<file path="src/sv/apdt_pkg.sv">
// ----------------------------------------------------------------------------
// apdt_pkg
// shared types and constants of the affine point and direction transform
// ----------------------------------------------------------------------------
package apdt_pkg;

    // matrix coefficients and translations are always 32-bit signed fixed point
    localparam int COEF_BITS = 32;
    localparam int NUM_ROWS  = 3;
    localparam int NUM_COLS  = 4;

    // configuration register file: 64-bit data, one register every 8 bytes
    localparam int APB_DATA_BITS = 64;
    localparam int APB_ADDR_BITS = 6;
    localparam int REG_IDX_BITS  = 3;

    localparam logic [REG_IDX_BITS-1:0] REG_DIM_MODE    = 3'd0;
    localparam logic [REG_IDX_BITS-1:0] REG_ROW0_FIRST  = 3'd1;
    localparam logic [REG_IDX_BITS-1:0] REG_ROW0_SECOND = 3'd2;
    localparam logic [REG_IDX_BITS-1:0] REG_ROW1_FIRST  = 3'd3;
    localparam logic [REG_IDX_BITS-1:0] REG_ROW1_SECOND = 3'd4;
    localparam logic [REG_IDX_BITS-1:0] REG_ROW2_FIRST  = 3'd5;
    localparam logic [REG_IDX_BITS-1:0] REG_ROW2_SECOND = 3'd6;

    localparam logic [1:0] MODE_PLANAR  = 2'd2;
    localparam logic [1:0] MODE_SPATIAL = 2'd3;

    // identity matrix, zero translation
    localparam logic [63:0] RST_ROW0_FIRST  = 64'h0001_0000_0000_0000;
    localparam logic [63:0] RST_ROW0_SECOND = 64'h0000_0000_0000_0000;
    localparam logic [63:0] RST_ROW1_FIRST  = 64'h0000_0000_0001_0000;
    localparam logic [63:0] RST_ROW1_SECOND = 64'h0000_0000_0000_0000;
    localparam logic [63:0] RST_ROW2_FIRST  = 64'h0000_0000_0000_0000;
    localparam logic [63:0] RST_ROW2_SECOND = 64'h0001_0000_0000_0000;

    localparam logic CMD_POINT     = 1'b0;
    localparam logic CMD_DIRECTION = 1'b1;

    typedef logic [COEF_BITS-1:0] coef_t;
    typedef coef_t [NUM_COLS-1:0] row_t;   // m_r0, m_r1, m_r2, translation
    typedef row_t  [NUM_ROWS-1:0] mat_t;

    // per-request control that travels down the pipeline
    typedef struct packed {
        logic dir;
        logic planar;
        logic last;
    } ctl_t;

endpackage

</file>
<file path="src/sv/apdt_cfg_regs.sv">
// ----------------------------------------------------------------------------
// apdt_cfg_regs
// apb register file holding the dimension mode and the 3x4 matrix
// ----------------------------------------------------------------------------
module apdt_cfg_regs
(
    input  logic                                 clk,
    input  logic                                 rst_n,
    input  logic                                 psel,
    input  logic                                 penable,
    input  logic                                 pwrite,
    input  logic [apdt_pkg::APB_ADDR_BITS-1:0]   paddr,
    input  logic [apdt_pkg::APB_DATA_BITS-1:0]   pwdata,
    output logic [apdt_pkg::APB_DATA_BITS-1:0]   prdata,
    output logic                                 pready,
    output apdt_pkg::mat_t                       mat,
    output logic                                 planar
);

    logic [1:0]        mode_reg;
    logic [2:0][63:0]  first_reg;
    logic [2:0][63:0]  second_reg;
    logic              wr_en;
    logic [apdt_pkg::REG_IDX_BITS-1:0] reg_idx;

    assign pready  = 1'b1;
    assign wr_en   = psel && penable && pwrite && pready;
    assign reg_idx = paddr[apdt_pkg::APB_ADDR_BITS-1:3];

    always_ff @(posedge clk or negedge rst_n)
    begin
        if (!rst_n)
        begin
            mode_reg      <= apdt_pkg::MODE_SPATIAL;
            first_reg[0]  <= apdt_pkg::RST_ROW0_FIRST;
            second_reg[0] <= apdt_pkg::RST_ROW0_SECOND;
            first_reg[1]  <= apdt_pkg::RST_ROW1_FIRST;
            second_reg[1] <= apdt_pkg::RST_ROW1_SECOND;
            first_reg[2]  <= apdt_pkg::RST_ROW2_FIRST;
            second_reg[2] <= apdt_pkg::RST_ROW2_SECOND;
        end
        else if (wr_en)
        begin
            unique case (reg_idx)
                apdt_pkg::REG_DIM_MODE:    mode_reg      <= pwdata[1:0];
                apdt_pkg::REG_ROW0_FIRST:  first_reg[0]  <= pwdata;
                apdt_pkg::REG_ROW0_SECOND: second_reg[0] <= pwdata;
                apdt_pkg::REG_ROW1_FIRST:  first_reg[1]  <= pwdata;
                apdt_pkg::REG_ROW1_SECOND: second_reg[1] <= pwdata;
                apdt_pkg::REG_ROW2_FIRST:  first_reg[2]  <= pwdata;
                apdt_pkg::REG_ROW2_SECOND: second_reg[2] <= pwdata;
                default: ;
            endcase
        end
    end

    always_comb
    begin
        unique case (reg_idx)
            apdt_pkg::REG_DIM_MODE:    prdata = {62'd0, mode_reg};
            apdt_pkg::REG_ROW0_FIRST:  prdata = first_reg[0];
            apdt_pkg::REG_ROW0_SECOND: prdata = second_reg[0];
            apdt_pkg::REG_ROW1_FIRST:  prdata = first_reg[1];
            apdt_pkg::REG_ROW1_SECOND: prdata = second_reg[1];
            apdt_pkg::REG_ROW2_FIRST:  prdata = first_reg[2];
            apdt_pkg::REG_ROW2_SECOND: prdata = second_reg[2];
            default:                   prdata = '0;
        endcase
    end

    // any mode other than planar runs spatial
    assign planar = (mode_reg == apdt_pkg::MODE_PLANAR);

    always_comb
    begin
        for (int r = 0; r < apdt_pkg::NUM_ROWS; r++)
        begin
            mat[r][0] = first_reg[r][63:32];
            mat[r][1] = first_reg[r][31:0];
            mat[r][2] = second_reg[r][63:32];
            mat[r][3] = second_reg[r][31:0];
        end
    end

endmodule

</file>
<file path="config.mk">
export PLATFORM = sky130hd
export DESIGN_NAME = apdt_cfg_regs
export DESIGN_NICKNAME = d
export VERILOG_FILES = /design/src/sv/apdt_pkg.sv /design/src/sv/apdt_cfg_regs.sv
export SDC_FILE = /design/constraint.sdc
export NUM_CORES = 1
export LEC_CHECK = 0
export ABC_AREA = 1
export ABC_CLOCK_PERIOD_IN_PS = 2900
export BUFFER_PORTS_ARGS = -buffer_cell sky130_fd_sc_hd__buf_4
export CORE_MARGIN = 2
export CORE_UTILIZATION = 30
export CTS_CLUSTER_DIAMETER = 150
export CTS_CLUSTER_SIZE = 24
export DETAILED_ROUTE_END_ITERATION = 8
export GPL_TIMING_DRIVEN = 0
export PLACE_DENSITY_LB_ADDON = 0.12
export SYNTH_ARGS = -nofsm -noshare
export SYNTH_HDL_FRONTEND = slang
export SYNTH_SLANG_ARGS = --single-unit
</file>
<file path="constraint.sdc">
create_clock -name clk -period 2.9 [get_ports clk]
set_input_delay 0.29 -clock clk [delete_from_list [all_inputs] [get_ports clk]]
set_output_delay 0.29 -clock clk [all_outputs]
set_load 0.02 [all_outputs]
</file>
# Word level (Yosys, flattened, before mapping)
# Index checks and enable logic that the tools add are counted.
# word_totals
output_inout_bits,450
ff_bits,386
wordCells,25
inputBits,75
# classes
n_reduce_logical,10
mux,1
eq_ne,7
# ops
cell,count
$pmux 64 s7,1
$reduce_and 2->1,7
$eq 3x3->1 const B,3
$eq 3x2->1 const B,2
$eq 3x1->1 const B,1
$logic_not 3->1,1
$eq 2x2->1 const B,1
$logic_and 1x1->1,2

# Longest topological paths before layout
# Gate-level depths: netlist of the first run.
# depth
depth_word,3
depth_mapped,9
depth_no_buf,6

# Worst setup path after synthesis of the first run
# OpenSTA, ideal clock, no wires.
# synth_timing
path_kind,input-to-output
from,input paddr[4] (netlist bit)
to,output prdata[16] (netlist bit)
path_buffers,3
slack_ns,1.269
cell_stages,8
t_arrival_ns,1.341
required_time_ns,2.610
cell_sequence,buf_4 -> inv_2 -> buf_2 -> clkbuf_1 -> nand4_1 -> nand2_1 -> nor2_1 -> nand2_1
# synth_between
elab_chain_len,2
word_cells_on_any_way,8
classes_between,eq/ne: 6; mux: 1; reduce/logical: 1
# synth_lines
item,line_no,text
"start, declared",apdt_cfg_regs.sv:12,"input logic [apdt_pkg::APB_ADDR_BITS-1:0] paddr,"
"$eq 3x3->1, or another cell as far along",apdt_cfg_regs.sv:59,unique case (reg_idx)
$pmux 64 s7 *,apdt_cfg_regs.sv:59,
"end, declared",apdt_cfg_regs.sv:14,"output logic [apdt_pkg::APB_DATA_BITS-1:0] prdata,"
# Mark *: on every way between the ends. The rest lies on a longest branch, timed or not.

# Final worst setup path of the first run
# layout_timing
from,input paddr[4] (netlist bit)
to,output prdata[38] (netlist bit)
# The elaborated chain is that of the path after synthesis.

==> results of run 1 <==
[metal layers]
metal,up-vias,part of all wire (%)
met5,-,0.012
met4,2,3.9
met3,183,9.0
met2,1173,47
met1,10600,40
li1,9407,-
[worst max-delay path, stage by stage]
cell	delay, ns
buf_4	0.14
inv_2	0.07
nor2_8	0.24
buf_1	1.04
nand3_1	0.17
nand2_1	0.12
inv_1	0.05
nand2_1	0.11
buf_4	0.16
[area by class of cell]
type | count | area share [%]
well taps | 846 | 4.15
inverters | 133 | 1.96
flip-flops and latches | 386 | 37.9
clock inverters | 1 | 0.118
plain buffers | 216 | 4.30
repair buffers | 586 | 18.2
diodes | 4 | 0.0393
multi-input cells | 1758 | 31.0
clock buffers | 35 | 2.27
[through the flow]
step / util (%) / TNS (ns) / hold slack (ns)
finish: 40.4 / 0 / 0.186
global route: 40.4 / 0 / 0.195
CTS: 40.4 / 0 / 0.181
detailed placement: 38.4 / 0 / 0.248
global placement: 38.2 / -975.12 / 0.473
floorplan: - / 0 / -0.00559
[kinds of logic after synthesis]
family,synth area share [%]
other,0.0196
AND/OR/NAND/NOR,31.1
flip-flops,50.4
buffers and inverters,8.33
AO/OA/AOI/OAI,10.1
[power by group]
group          leakage (uW)  switching (uW)  internal (uW)
Sequential          0.00499             992           6380
Clock              0.000287            2090           1400
Combinational       0.00839            3780           2150
[cell usage in the layout, fill, tap and decap left out]
cell and count:
nand2_1 904, buf_4 520, dfrtp_1 381, o21ai_1 203
nand4_1 194, nand3_1 192, o21ai_0 183, inv_1 130
buf_2 91, clkbuf_1 81, nor2_1 71, dlygate4sd3_1 65
buf_1 33, buf_6 21, clkbuf_16 21, dfstp_2 5
diode_2 4, buf_16 4, nor2_8 3, nor2_4 3
inv_2 3, nand3_2 2, nand2_4 1, nor2_2 1
conb_1 1, clkinv_16 1, buf_8 1
[worst paths after layout]
check / start / end / slack, ns
setup reg to reg: mat[176] / mat[176] / 2.07
max in group asynchronous: rst_n / mat[58] / 1.33
hold reg to reg: mat[336] / mat[336] / 0.50
hold / removal: rst_n / mat[101] / 0.19
min in group clk: paddr[5] / mat[289] / 0.19
setup / recovery: paddr[4] / prdata[38] / 0.21
==> metrics.md, run 1 <==
| Metric | Value |
|---|---|
| Status | `complete, no violations` |
| Crit path required time | `roughly 2.6 ns` |
| Worst-skew pair later-pin latency | `0.59 ns` |
| Final period utilization | `between 90% and 100%` |
| Sequential Area | `between 0.009 and 0.01 sq mm` |
| Bufs on Longest Clock Path | `3` |
| Max frequency | `approximately 0.37 GHz` |
| Met2 usage | `roughly 53%` |
| Synthesized area per cell | `7.69 sq um` |
| Most Crowded Layer GR | `met2` |
| DRT Pass-1 Iters | `6` |
| GRT Total Usage | `about a third` |
| Setup-failing EPs final | `0` |
| Synth top cells by count | `904 x nand2_1, 381 x dfrtp_1, 203 x o21ai_1` |
| CTS tree | `yes` |
| Pin count of the biggest net entering global routing | `slightly below 100` |
| EDFF count, synth | `0` |
| Fraction of registers with async set/reset | `100%` |
| Post-CTS sizing | `0` |
| Vias in the first global route | `about 20000` |
| CP Class | `primary input to primary output` |
| Mapped Cells | `~2500` |
| Crit end category | `primary output` |
| Minimum clock period after layout | `about 2.7 ns` |
| Port Buf Inserts | `~520` |
| Max IR drop VDD | `roughly 0.43 mV` |
| Initial Util | `30.4%` |
| FF+latch count, synth | `386` |
| Static leakage | `0.0137 uW` |
| Final Instance Area | `roughly 0.025 sq mm` |
| Inst Count DP | `3860` |
| Syn Nets | `around 2600` |
| Hold Vio Cnt, Final | `0` |
| Hold buffers post-CTS | `65` |
| Clock Sinks | `a little under 400` |
| Worst Slack Setup Final | `~0.21 ns` |
| # nets final | `3176` |
| Top cells by area, synth | `dfrtp_1 50%, nand2_1 18%, nand4_1 6.3%, o21ai_1 5.3%, nand3_1 5.0%` |
| Die Span Y | `about 260 um` |
| Fillers | `6703` |
| Clock root buffer master | `clkbuf_16` |
| Setup Fix Bufs, Post-CTS | `0` |
| Final antenna-violating net count | `0` |
| Yosys top cell by area | `dfrtp_1` |
| Ys flop type | `dfrtp_1` |
| Layout cells sized above 1 | `21.7%` |
| Global routing met1 resource utilization | `between 40% and 50%` |
| RSZ-0062 raised after global routing | `false` |
| DR WL/cell | `approximately 28 um` |
| Hold Path Class | `primary input to async pin` |
| Largest register FFs | `about 380` |
| Multi-input gate area in the final layout | `0.00790 sq mm` |
| Final non-filler cell total | `a little under 4000` |
| Setup Skew | `0 ns` |
| Pins over their slew limit | `0` |
| Max Cap Viol | `0` |
| R2R cell count | `2` |
| Initial DRC Count | `between 2000 and 2500` |
| Place WS | `~0.24 ns` |
| # rows | `92` |
| Post-synth cell types | `21` |
| Post-DP HPWL | `about 78 mm` |
| Vias per inst | `5.38` |
| Crit path DAT | `2.40 ns` |
| Core Box Area | `between 0.06 and 0.07 sq mm` |
| Met3 usage | `under 10%` |
| Most frequent cell after synthesis | `nand2_1` |
| Die ar. | `0.0659 sq mm` |
| Post-route DRC | `0` |
| Vias | `21300` |
| Ys Warns | `0` |
| Pwr Total | `approximately 17000 uW` |
| Synthesized area | `approximately 0.019 sq mm` |
| Crit start category | `primary input` |
| I/O pin cnt | `about 530` |
| Clock-pin slew on the worst setup and hold paths | `0.11 ns` |
| Placed cell area | `roughly 0.024 sq mm` |
| Slew @ Worst Pin | `between 1 and 1.5 ns` |
| Inserted Clock Buffers | `20` |
| Yosys top cell area share | `49.8%` |
| Die Wd | `around 260 um` |
| GP Congestion | `about 0.9` |
| Worst-path fanout max | `10` |
| Sequential fraction of the synthesis area | `between 50% and 60%` |
| GRT overflow | `0` |
| First-pass GRT wire length | `153 mm` |
| H-tree depth | `1` |
| Normalized max-slew margin | `between 8 and 9%` |
| Pwr Density | `between 600 and 700 mW/mm^2` |
| Total Routed Length | `approximately 110 mm` |
| Layout area overhead | `33.0%` |
| Initial antenna violation count | `4` |
No activity file was read; power rests on OpenSTA's default activity.
==> inputs of run 2 (changes only) <==
--- a/config.mk
+++ b/config.mk
@@ -8,11 +8,11 @@
 export ABC_AREA = 1
 export ABC_CLOCK_PERIOD_IN_PS = 2900
 export BUFFER_PORTS_ARGS = -buffer_cell sky130_fd_sc_hd__buf_4
-export CORE_MARGIN = 2
-export CORE_UTILIZATION = 30
+export CORE_AREA = 2 2 205 207
 export CTS_CLUSTER_DIAMETER = 150
 export CTS_CLUSTER_SIZE = 24
 export DETAILED_ROUTE_END_ITERATION = 8
+export DIE_AREA = 0 0 207 209
 export GPL_TIMING_DRIVEN = 0
 export PLACE_DENSITY_LB_ADDON = 0.12
 export SYNTH_ARGS = -nofsm -noshare
==> run 2 against run 1 <==
Net effect:
- die area shrank 34%
- highest routed layer is now met4
- hold slack lost 0.18 ns
- clock skew is the same
- critical path type unchanged
- sequential cell count is the same
==> metrics.md, run 2 (synthesis results as in run 1) <==
| Metric | Value |
|---|---|
| Crit path DAT | `2.28 ns (was 2.40 ns)` |
| Vias per inst | `5.93 (was 5.38)` |
| First-pass GRT wire length | `136 mm (was 153 mm)` |
| Place WS | `0.438 ns (was 0.239 ns)` |
| Pins over their slew limit | `0 (unchanged)` |
| # rows | `75 (was 92)` |
| Commonest cells after routing, fill and taps aside | `904 x nand2_1, 520 x buf_4, 381 x dfrtp_1 (unchanged)` |
| Clock-pin slew on the worst setup and hold paths | `0.10 ns (was 0.11 ns)` |
| Critical Path, Cell by Cell | `buf_2 -> buf_2 -> buf_1 -> nand4_1 -> nand2_1 -> nor2_1 -> nand2_1 -> buf_4 (was buf_4 -> inv_2 -> nor2_8 -> buf_1 -> nand3_1 -> nand2_1 -> inv_1 -> nand2_1 -> buf_4)` |
| Setup Skew | `0 ns (unchanged)` |
| Commonest non-fill, non-tap cell in the layout | `nand2_1 (unchanged)` |
| Final period utilization | `88.5% (was 92.8%)` |
| Pwr Total | `16500 uW (was 16800 uW)` |
| Bufs on Longest Clock Path | `3 (unchanged)` |
| Die Wd | `207 um (was 257 um)` |
| Die ar. | `0.0433 sq mm (was 0.0659 sq mm)` |
| GRT Total Usage | `42.4% (was 32.0%)` |
| Max Cap Viol | `0 (unchanged)` |
| Slowest CP cell | `buf_1 (unchanged)` |
| GRT overflow | `0 (unchanged)` |
| R2R Setup Slk | `2.01 ns (was 2.07 ns)` |
| H-tree depth | `1 (unchanged)` |
| Vias | `21600 (was 21300)` |
| Crit path required time | `2.61 ns (about the same)` |
| # nets final | `3168 (was 3176)` |
| Die Span Y | `209 um (was 257 um)` |
| Worst path max stage delay | `0.82 ns (was 1.04 ns)` |
| Crit end category | `primary output (unchanged)` |
| Sw power | `6620 uW (was 6860 uW)` |
| Initial antenna violation count | `3 (was 4)` |
| Hold Path Class | `primary input to flip-flop (was primary input to async pin)` |
| Port Buf Inserts | `517 (unchanged)` |
| Initial DRC Count | `2574 (was 2280)` |
| Final hold slack | `0.00964 ns (was 0.186 ns)` |
| Largest register FFs | `384 (unchanged)` |
| R2R cell count | `2 (unchanged)` |
| Setup Fix Bufs, Post-CTS | `0 (unchanged)` |
| Worst-path fanout max | `10 (unchanged)` |
| Worst Slack Setup Final | `0.334 ns (was 0.207 ns)` |
| DR WL/cell | `25.9 um (was 27.5 um)` |
| Minimum clock period after layout | `2.57 ns (was 2.69 ns)` |
| Normalized max-slew margin | `12.3% (was 8.29%)` |
| Combinational share of power | `35.1% (was 35.3%)` |
| RSZ-0062 raised after global routing | `false (unchanged)` |
| Status | `complete, no violations (unchanged)` |
| Clk pwr share | `20.1% (was 20.7%)` |
| Critical Path Start | `paddr[5] (was paddr[4])` |
| Initial Util | `46.4% (was 30.4%)` |
| CP Class | `primary input to primary output (unchanged)` |
| Vias in the first global route | `20700 (was 20400)` |
| Layout cells sized above 1 | `21.7% (about the same)` |
| Bufs and invs on worst path | `4 (was 5)` |
| I/O pin cnt | `525 (unchanged)` |
| Worst R2R Start | `mat[176] (unchanged)` |
| Inserted Clock Buffers | `20 (unchanged)` |
| Max frequency | `0.390 GHz (was 0.371 GHz)` |
| Internal power | `9920 uW (was 9930 uW)` |
| GP Congestion | `0.933 (was 0.919)` |
| Delay-heaviest family, CP | `buffers and inverters (unchanged)` |
| Clock Sinks | `386 (unchanged)` |
| Post-route DRC | `0 (unchanged)` |
| Crit path to | `prdata[50] (was prdata[38])` |
| Pwr Density | `662 mW/mm^2 (was 659 mW/mm^2)` |
| Number of stages on the worst setup path | `8 (was 9)` |
| Post-DP HPWL | `68.3 mm (was 77.7 mm)` |
| Static leakage | `0.0136 uW (was 0.0137 uW)` |
| Total Routed Length | `94.4 mm (was 109 mm)` |
| Hold Vio Cnt, Final | `0 (unchanged)` |
| Layout area overhead | `30.5% (was 33.0%)` |
| Switching fraction of total power | `40.0% (was 40.9%)` |
| DRT Pass-1 Iters | `5 (was 6)` |
| Crit start category | `primary input (unchanged)` |
| RR Endpoint | `mat[176] (unchanged)` |
| Sum Neg Setup Slack | `0 ns (unchanged)` |
| CTS tree | `yes (unchanged)` |
| Clock root buffer master | `clkbuf_16 (unchanged)` |
| Pin count of the biggest net entering global routing | `121 (was 97)` |
| Max IR drop VDD | `0.541 mV (was 0.426 mV)` |
| Worst-skew pair later-pin latency | `0.57 ns (was 0.59 ns)` |
| Setup-failing EPs final | `0 (unchanged)` |
| Sequential Power Share | `44.8% (was 43.9%)` |
| Core Box Area | `0.0413 sq mm (was 0.0631 sq mm)` |
| Slew @ Worst Pin | `1.32 ns (was 1.38 ns)` |
| Final antenna-violating net count | `0 (unchanged)` |
[run 2: how the worst min path moves through the flow]
stage | to | slack [ns] | cells after the start | start
6_report | mat[322] | 0.01 | 3 | pwdata[34]
4_1_cts | mat[277] | 0.001 | 3 | pwdata[53]
3_3_place_gp | mat[336] | 0.47 | 2 | mat[336]
5_1_grt | mat[283] | 0.007 | 3 | pwdata[59]
2_1_floorplan | mat[0] | -0.006 | 0 | rst_n
3_5_place_dp | mat[101] | 0.26 | 1 | rst_n
[run 2: layout make-up]
class                   count  area, sq um
fillers                  3880        16300
flip-flops and latches    386         9670
multi-input cells        1758         7900
repair buffers            578         4550
plain buffers             216         1100
well taps                 539          674
clock buffers              35          578
inverters                 133          499
clock inverters             1         30.0
diodes                      3         7.51
[run 2: worst register-to-register path, delay by kind of cell, from the launching register on]
family | cells | cell delay [ns]
flip-flops | 1 | 0.61
AO/OA/AOI/OAI | 1 | 0.14
AND/OR/NAND/NOR | 1 | 0.10
[run 2: power by group through the flow]
| stage | registers [uW] | clock network (uW) | logic, uW |
|---|---|---|---|
| final | 7410 | 3330 | 5810 |
| after global routing | 7490 | 3510 | 6140 |
| after CTS | 7360 | 3310 | 5770 |
| after detailed placement | 7460 | 0 | 5690 |
| after global placement | 7430 | 0 | 5610 |
| after floorplan | 8390 | 0 | 1530 |
[run 2: through the flow]
| step | util, % | instance area (sq um) | std cells |
|---|---|---|---|
| after CTS | 60.5 | 25000 | 3646 |
| after global placement | 57.4 | 23700 | 3549 |
| after floorplan | - | 19200 | 2493 |
| after global routing | 60.6 | 25000 | 3648 |
| after detailed placement | 57.7 | 23800 | 3552 |
| final | 60.6 | 25000 | 3649 |
[run 2: timing repair]
| item | in CTS | in global routing |
|---|---|---|
| hold buffers | 58 | 0 |
| gates resized for setup | 0 | 0 |
| hold endpoints to repair | 264 | 0 |
| setup endpoints to repair | 0 | 0 |
[run 2: per-layer routing]
metal  share of wire [%]  track usage, %  vias to the layer above
met5                   0               0                        -
met4                 6.5            24.2                        0
li1                    -               -                     9417
met3                  11            11.3                      358
met2                  45            66.1                     1430
met1                  37            53.5                    10400
==> inputs of run 3 (changes only) <==
--- a/config.mk
+++ b/config.mk
@@ -7,12 +7,12 @@
 export LEC_CHECK = 0
 export ABC_AREA = 1
 export ABC_CLOCK_PERIOD_IN_PS = 2900
-export BUFFER_PORTS_ARGS = -buffer_cell sky130_fd_sc_hd__buf_4
 export CORE_AREA = 2 2 205 207
 export CTS_CLUSTER_DIAMETER = 150
 export CTS_CLUSTER_SIZE = 24
 export DETAILED_ROUTE_END_ITERATION = 8
 export DIE_AREA = 0 0 207 209
+export DONT_BUFFER_PORTS = 1
 export GPL_TIMING_DRIVEN = 0
 export PLACE_DENSITY_LB_ADDON = 0.12
 export SYNTH_ARGS = -nofsm -noshare
==> run 3 against run 2 <==
Net effect:
- final area decreased by 16%
- critical path type unchanged
- total power decreased by 12%
- die area unchanged
- non-clock buffer count decreased by 514
- via count decreased by 9.7%
- core utilization decreased by 9.5 points
- the run now ends with hold timing left
- final cell count decreased by 14%
- highest routed layer unchanged
- fmax decreased by 1.4%
==> metrics.md, run 3 (synthesis results as in run 1) <==
| Metric | Value |
|---|---|
| Port Buf Inserts | `0 (was 517)` |
| Placed cell area | `0.0198 sq mm (was 0.0238 sq mm)` |
| Post-route DRC | `0 (unchanged)` |
| Sum Neg Setup Slack | `0 ns (unchanged)` |
| DRT Pass-1 Iters | `7 (was 5)` |
| Max Cap Viol | `0 (unchanged)` |
| Vias per inst | `6.22 (was 5.93)` |
| R2R cell count | `2 (unchanged)` |
| CP Class | `primary input to primary output (unchanged)` |
| Hold buffers post-CTS | `64 (was 58)` |
| # nets final | `2654 (was 3168)` |
| Die Span Y | `209 um (unchanged)` |
| RSZ-0062 raised after global routing | `false (unchanged)` |
| Pins over their slew limit | `0 (unchanged)` |
| Crit path DAT | `2.31 ns (was 2.28 ns)` |
| Vias | `19500 (was 21600)` |
| Crit start category | `primary input (unchanged)` |
| Minimum clock period after layout | `2.60 ns (was 2.57 ns)` |
| Normalized max-slew margin | `11.3% (was 12.3%)` |
| Initial DRC Count | `2211 (was 2574)` |
| Bufs on Longest Clock Path | `3 (unchanged)` |
| Die ar. | `0.0433 sq mm (unchanged)` |
| Vias in the first global route | `18700 (was 20700)` |
| Die Wd | `207 um (unchanged)` |
| GP Congestion | `0.955 (was 0.933)` |
| Static leakage | `0.0110 uW (was 0.0136 uW)` |
| Setup Skew | `0 ns (unchanged)` |
| Commonest non-fill, non-tap cell in the layout | `nand2_1 (unchanged)` |
| # rows | `75 (unchanged)` |
| Largest register FFs | `384 (unchanged)` |
| Max frequency | `0.384 GHz (was 0.390 GHz)` |
| I/O pin cnt | `525 (unchanged)` |
| Post-CTS sizing | `0 (unchanged)` |
| Hold Vio Cnt, Final | `386 (was 0)` |
| Worst-skew pair later-pin latency | `0.56 ns (was 0.57 ns)` |
| Layout area overhead | `10.1% (was 30.5%)` |
| Final Instance Area | `0.0211 sq mm (was 0.0250 sq mm)` |
| Setup-failing EPs final | `0 (unchanged)` |
| Post-DP HPWL | `65.8 mm (was 68.3 mm)` |
| R2R Setup Slk | `2.02 ns (was 2.01 ns)` |
| Core Box Area | `0.0413 sq mm (unchanged)` |
| Pin count of the biggest net entering global routing | `387 (was 121)` |
| Layout cells sized above 1 | `5.98% (was 21.7%)` |
| Hold Path Class | `primary input to async pin (was primary input to flip-flop)` |
| Max IR drop VDD | `0.562 mV (was 0.541 mV)` |
| Final period utilization | `89.8% (was 88.5%)` |
| RR Endpoint | `mat[332] (was mat[176])` |
| Status | `finished with violations (was complete, no violations)` |
| GRT Total Usage | `42.2% (was 42.4%)` |
| Clock root buffer master | `clkbuf_16 (unchanged)` |
| Worst R2R Start | `mat[332] (was mat[176])` |
| Total Routed Length | `94.0 mm (was 94.4 mm)` |
| H-tree depth | `1 (unchanged)` |
| Worst-path fanout max | `10 (unchanged)` |
| Pwr Density | `694 mW/mm^2 (was 662 mW/mm^2)` |
| Setup Fix Bufs, Post-CTS | `0 (unchanged)` |
| Initial Util | `46.4% (unchanged)` |
| Crit end category | `primary output (unchanged)` |
| First-pass GRT wire length | `134 mm (was 136 mm)` |
| Commonest cells after routing, fill and taps aside | `904 x nand2_1, 381 x dfrtp_1, 203 x o21ai_1 (was 904 x nand2_1, 520 x buf_4, 381 x dfrtp_1)` |
| Violated checks | `hold timing` |
| Clock-pin slew on the worst setup and hold paths | `0.10 ns (about the same)` |
| Clock Sinks | `386 (unchanged)` |
| Final hold slack | `-0.589 ns (was 0.00964 ns)` |
| Final antenna-violating net count | `0 (unchanged)` |
| Crit path required time | `2.61 ns (about the same)` |
| Inserted Clock Buffers | `20 (unchanged)` |
| CTS tree | `yes (unchanged)` |
| Slew @ Worst Pin | `1.33 ns (was 1.32 ns)` |
| DR WL/cell | `29.9 um (was 25.9 um)` |
| GRT overflow | `0 (unchanged)` |
| Initial antenna violation count | `8 (was 3)` |
-- run 3: cell types whose count changed in the layout (fill, tap and decap cells not counted) --
cell,previous run,this run
buf_16,3,0
buf_4,520,4
buf_8,1,0
clkbuf_1,81,80
diode_2,3,7
dlygate4sd3_1,58,64
-- run 3: worst max path at each step --
stage,cells past startpoint,from,endpoint
3_3_place_gp,7,paddr[5],prdata[16]
5_1_grt,8,paddr[4],prdata[17]
2_1_floorplan,8,paddr[4],prdata[16]
4_1_cts,7,paddr[5],prdata[16]
6_report,7,paddr[5],prdata[16]
3_5_place_dp,7,paddr[5],prdata[16]
-- run 3: per-stage QoR --
step | setup WS, ns | instances | total power (uW) | utilization, %
floorplan | 1.27 | 2493 | 9920 | -
global placement | 0.405 | 3032 | 11100 | 48.0
detailed placement | 0.401 | 3032 | 11100 | 48.0
CTS | 0.405 | 3131 | 14500 | 51.1
global route | 0.250 | 3137 | 15100 | 51.1
finish | 0.297 | 3138 | 14600 | 51.1
-- run 3: per-layer routing --
metal  global-route usage, %  up-vias  share of wire, %
met3                    14.9      279                12
met4                    18.5        0               5.1
met2                    67.9     1297                46
met1                    51.5     9552                37
li1                        -     8393                 -
met5                       0        -                 0
-- run 3: final cells by class --
class | count | area (sq um)
fill | 4170 | 20200
buffer | 216 | 1100
inverter | 133 | 499
sequential | 386 | 9670
multi-input combinational | 1758 | 7900
clock inverter | 1 | 30.0
antenna | 7 | 17.5
tap | 539 | 674
timing repair buffer | 64 | 641
clock buffer | 34 | 574
-- run 3: worst max-delay path: stages --
cell,delay (ns)
buf_2,0.18
buf_2,0.33
buf_1,0.83
nand4_1,0.28
nand2_1,0.14
nor2_1,0.08
nand2_1,0.18
-- run 3: power by group --
part           switching [uW]  internal, uW  leakage (uW)
clock network            1960          1390      0.000286
logic                    1620           677       0.00568
registers                2640          6360       0.00499
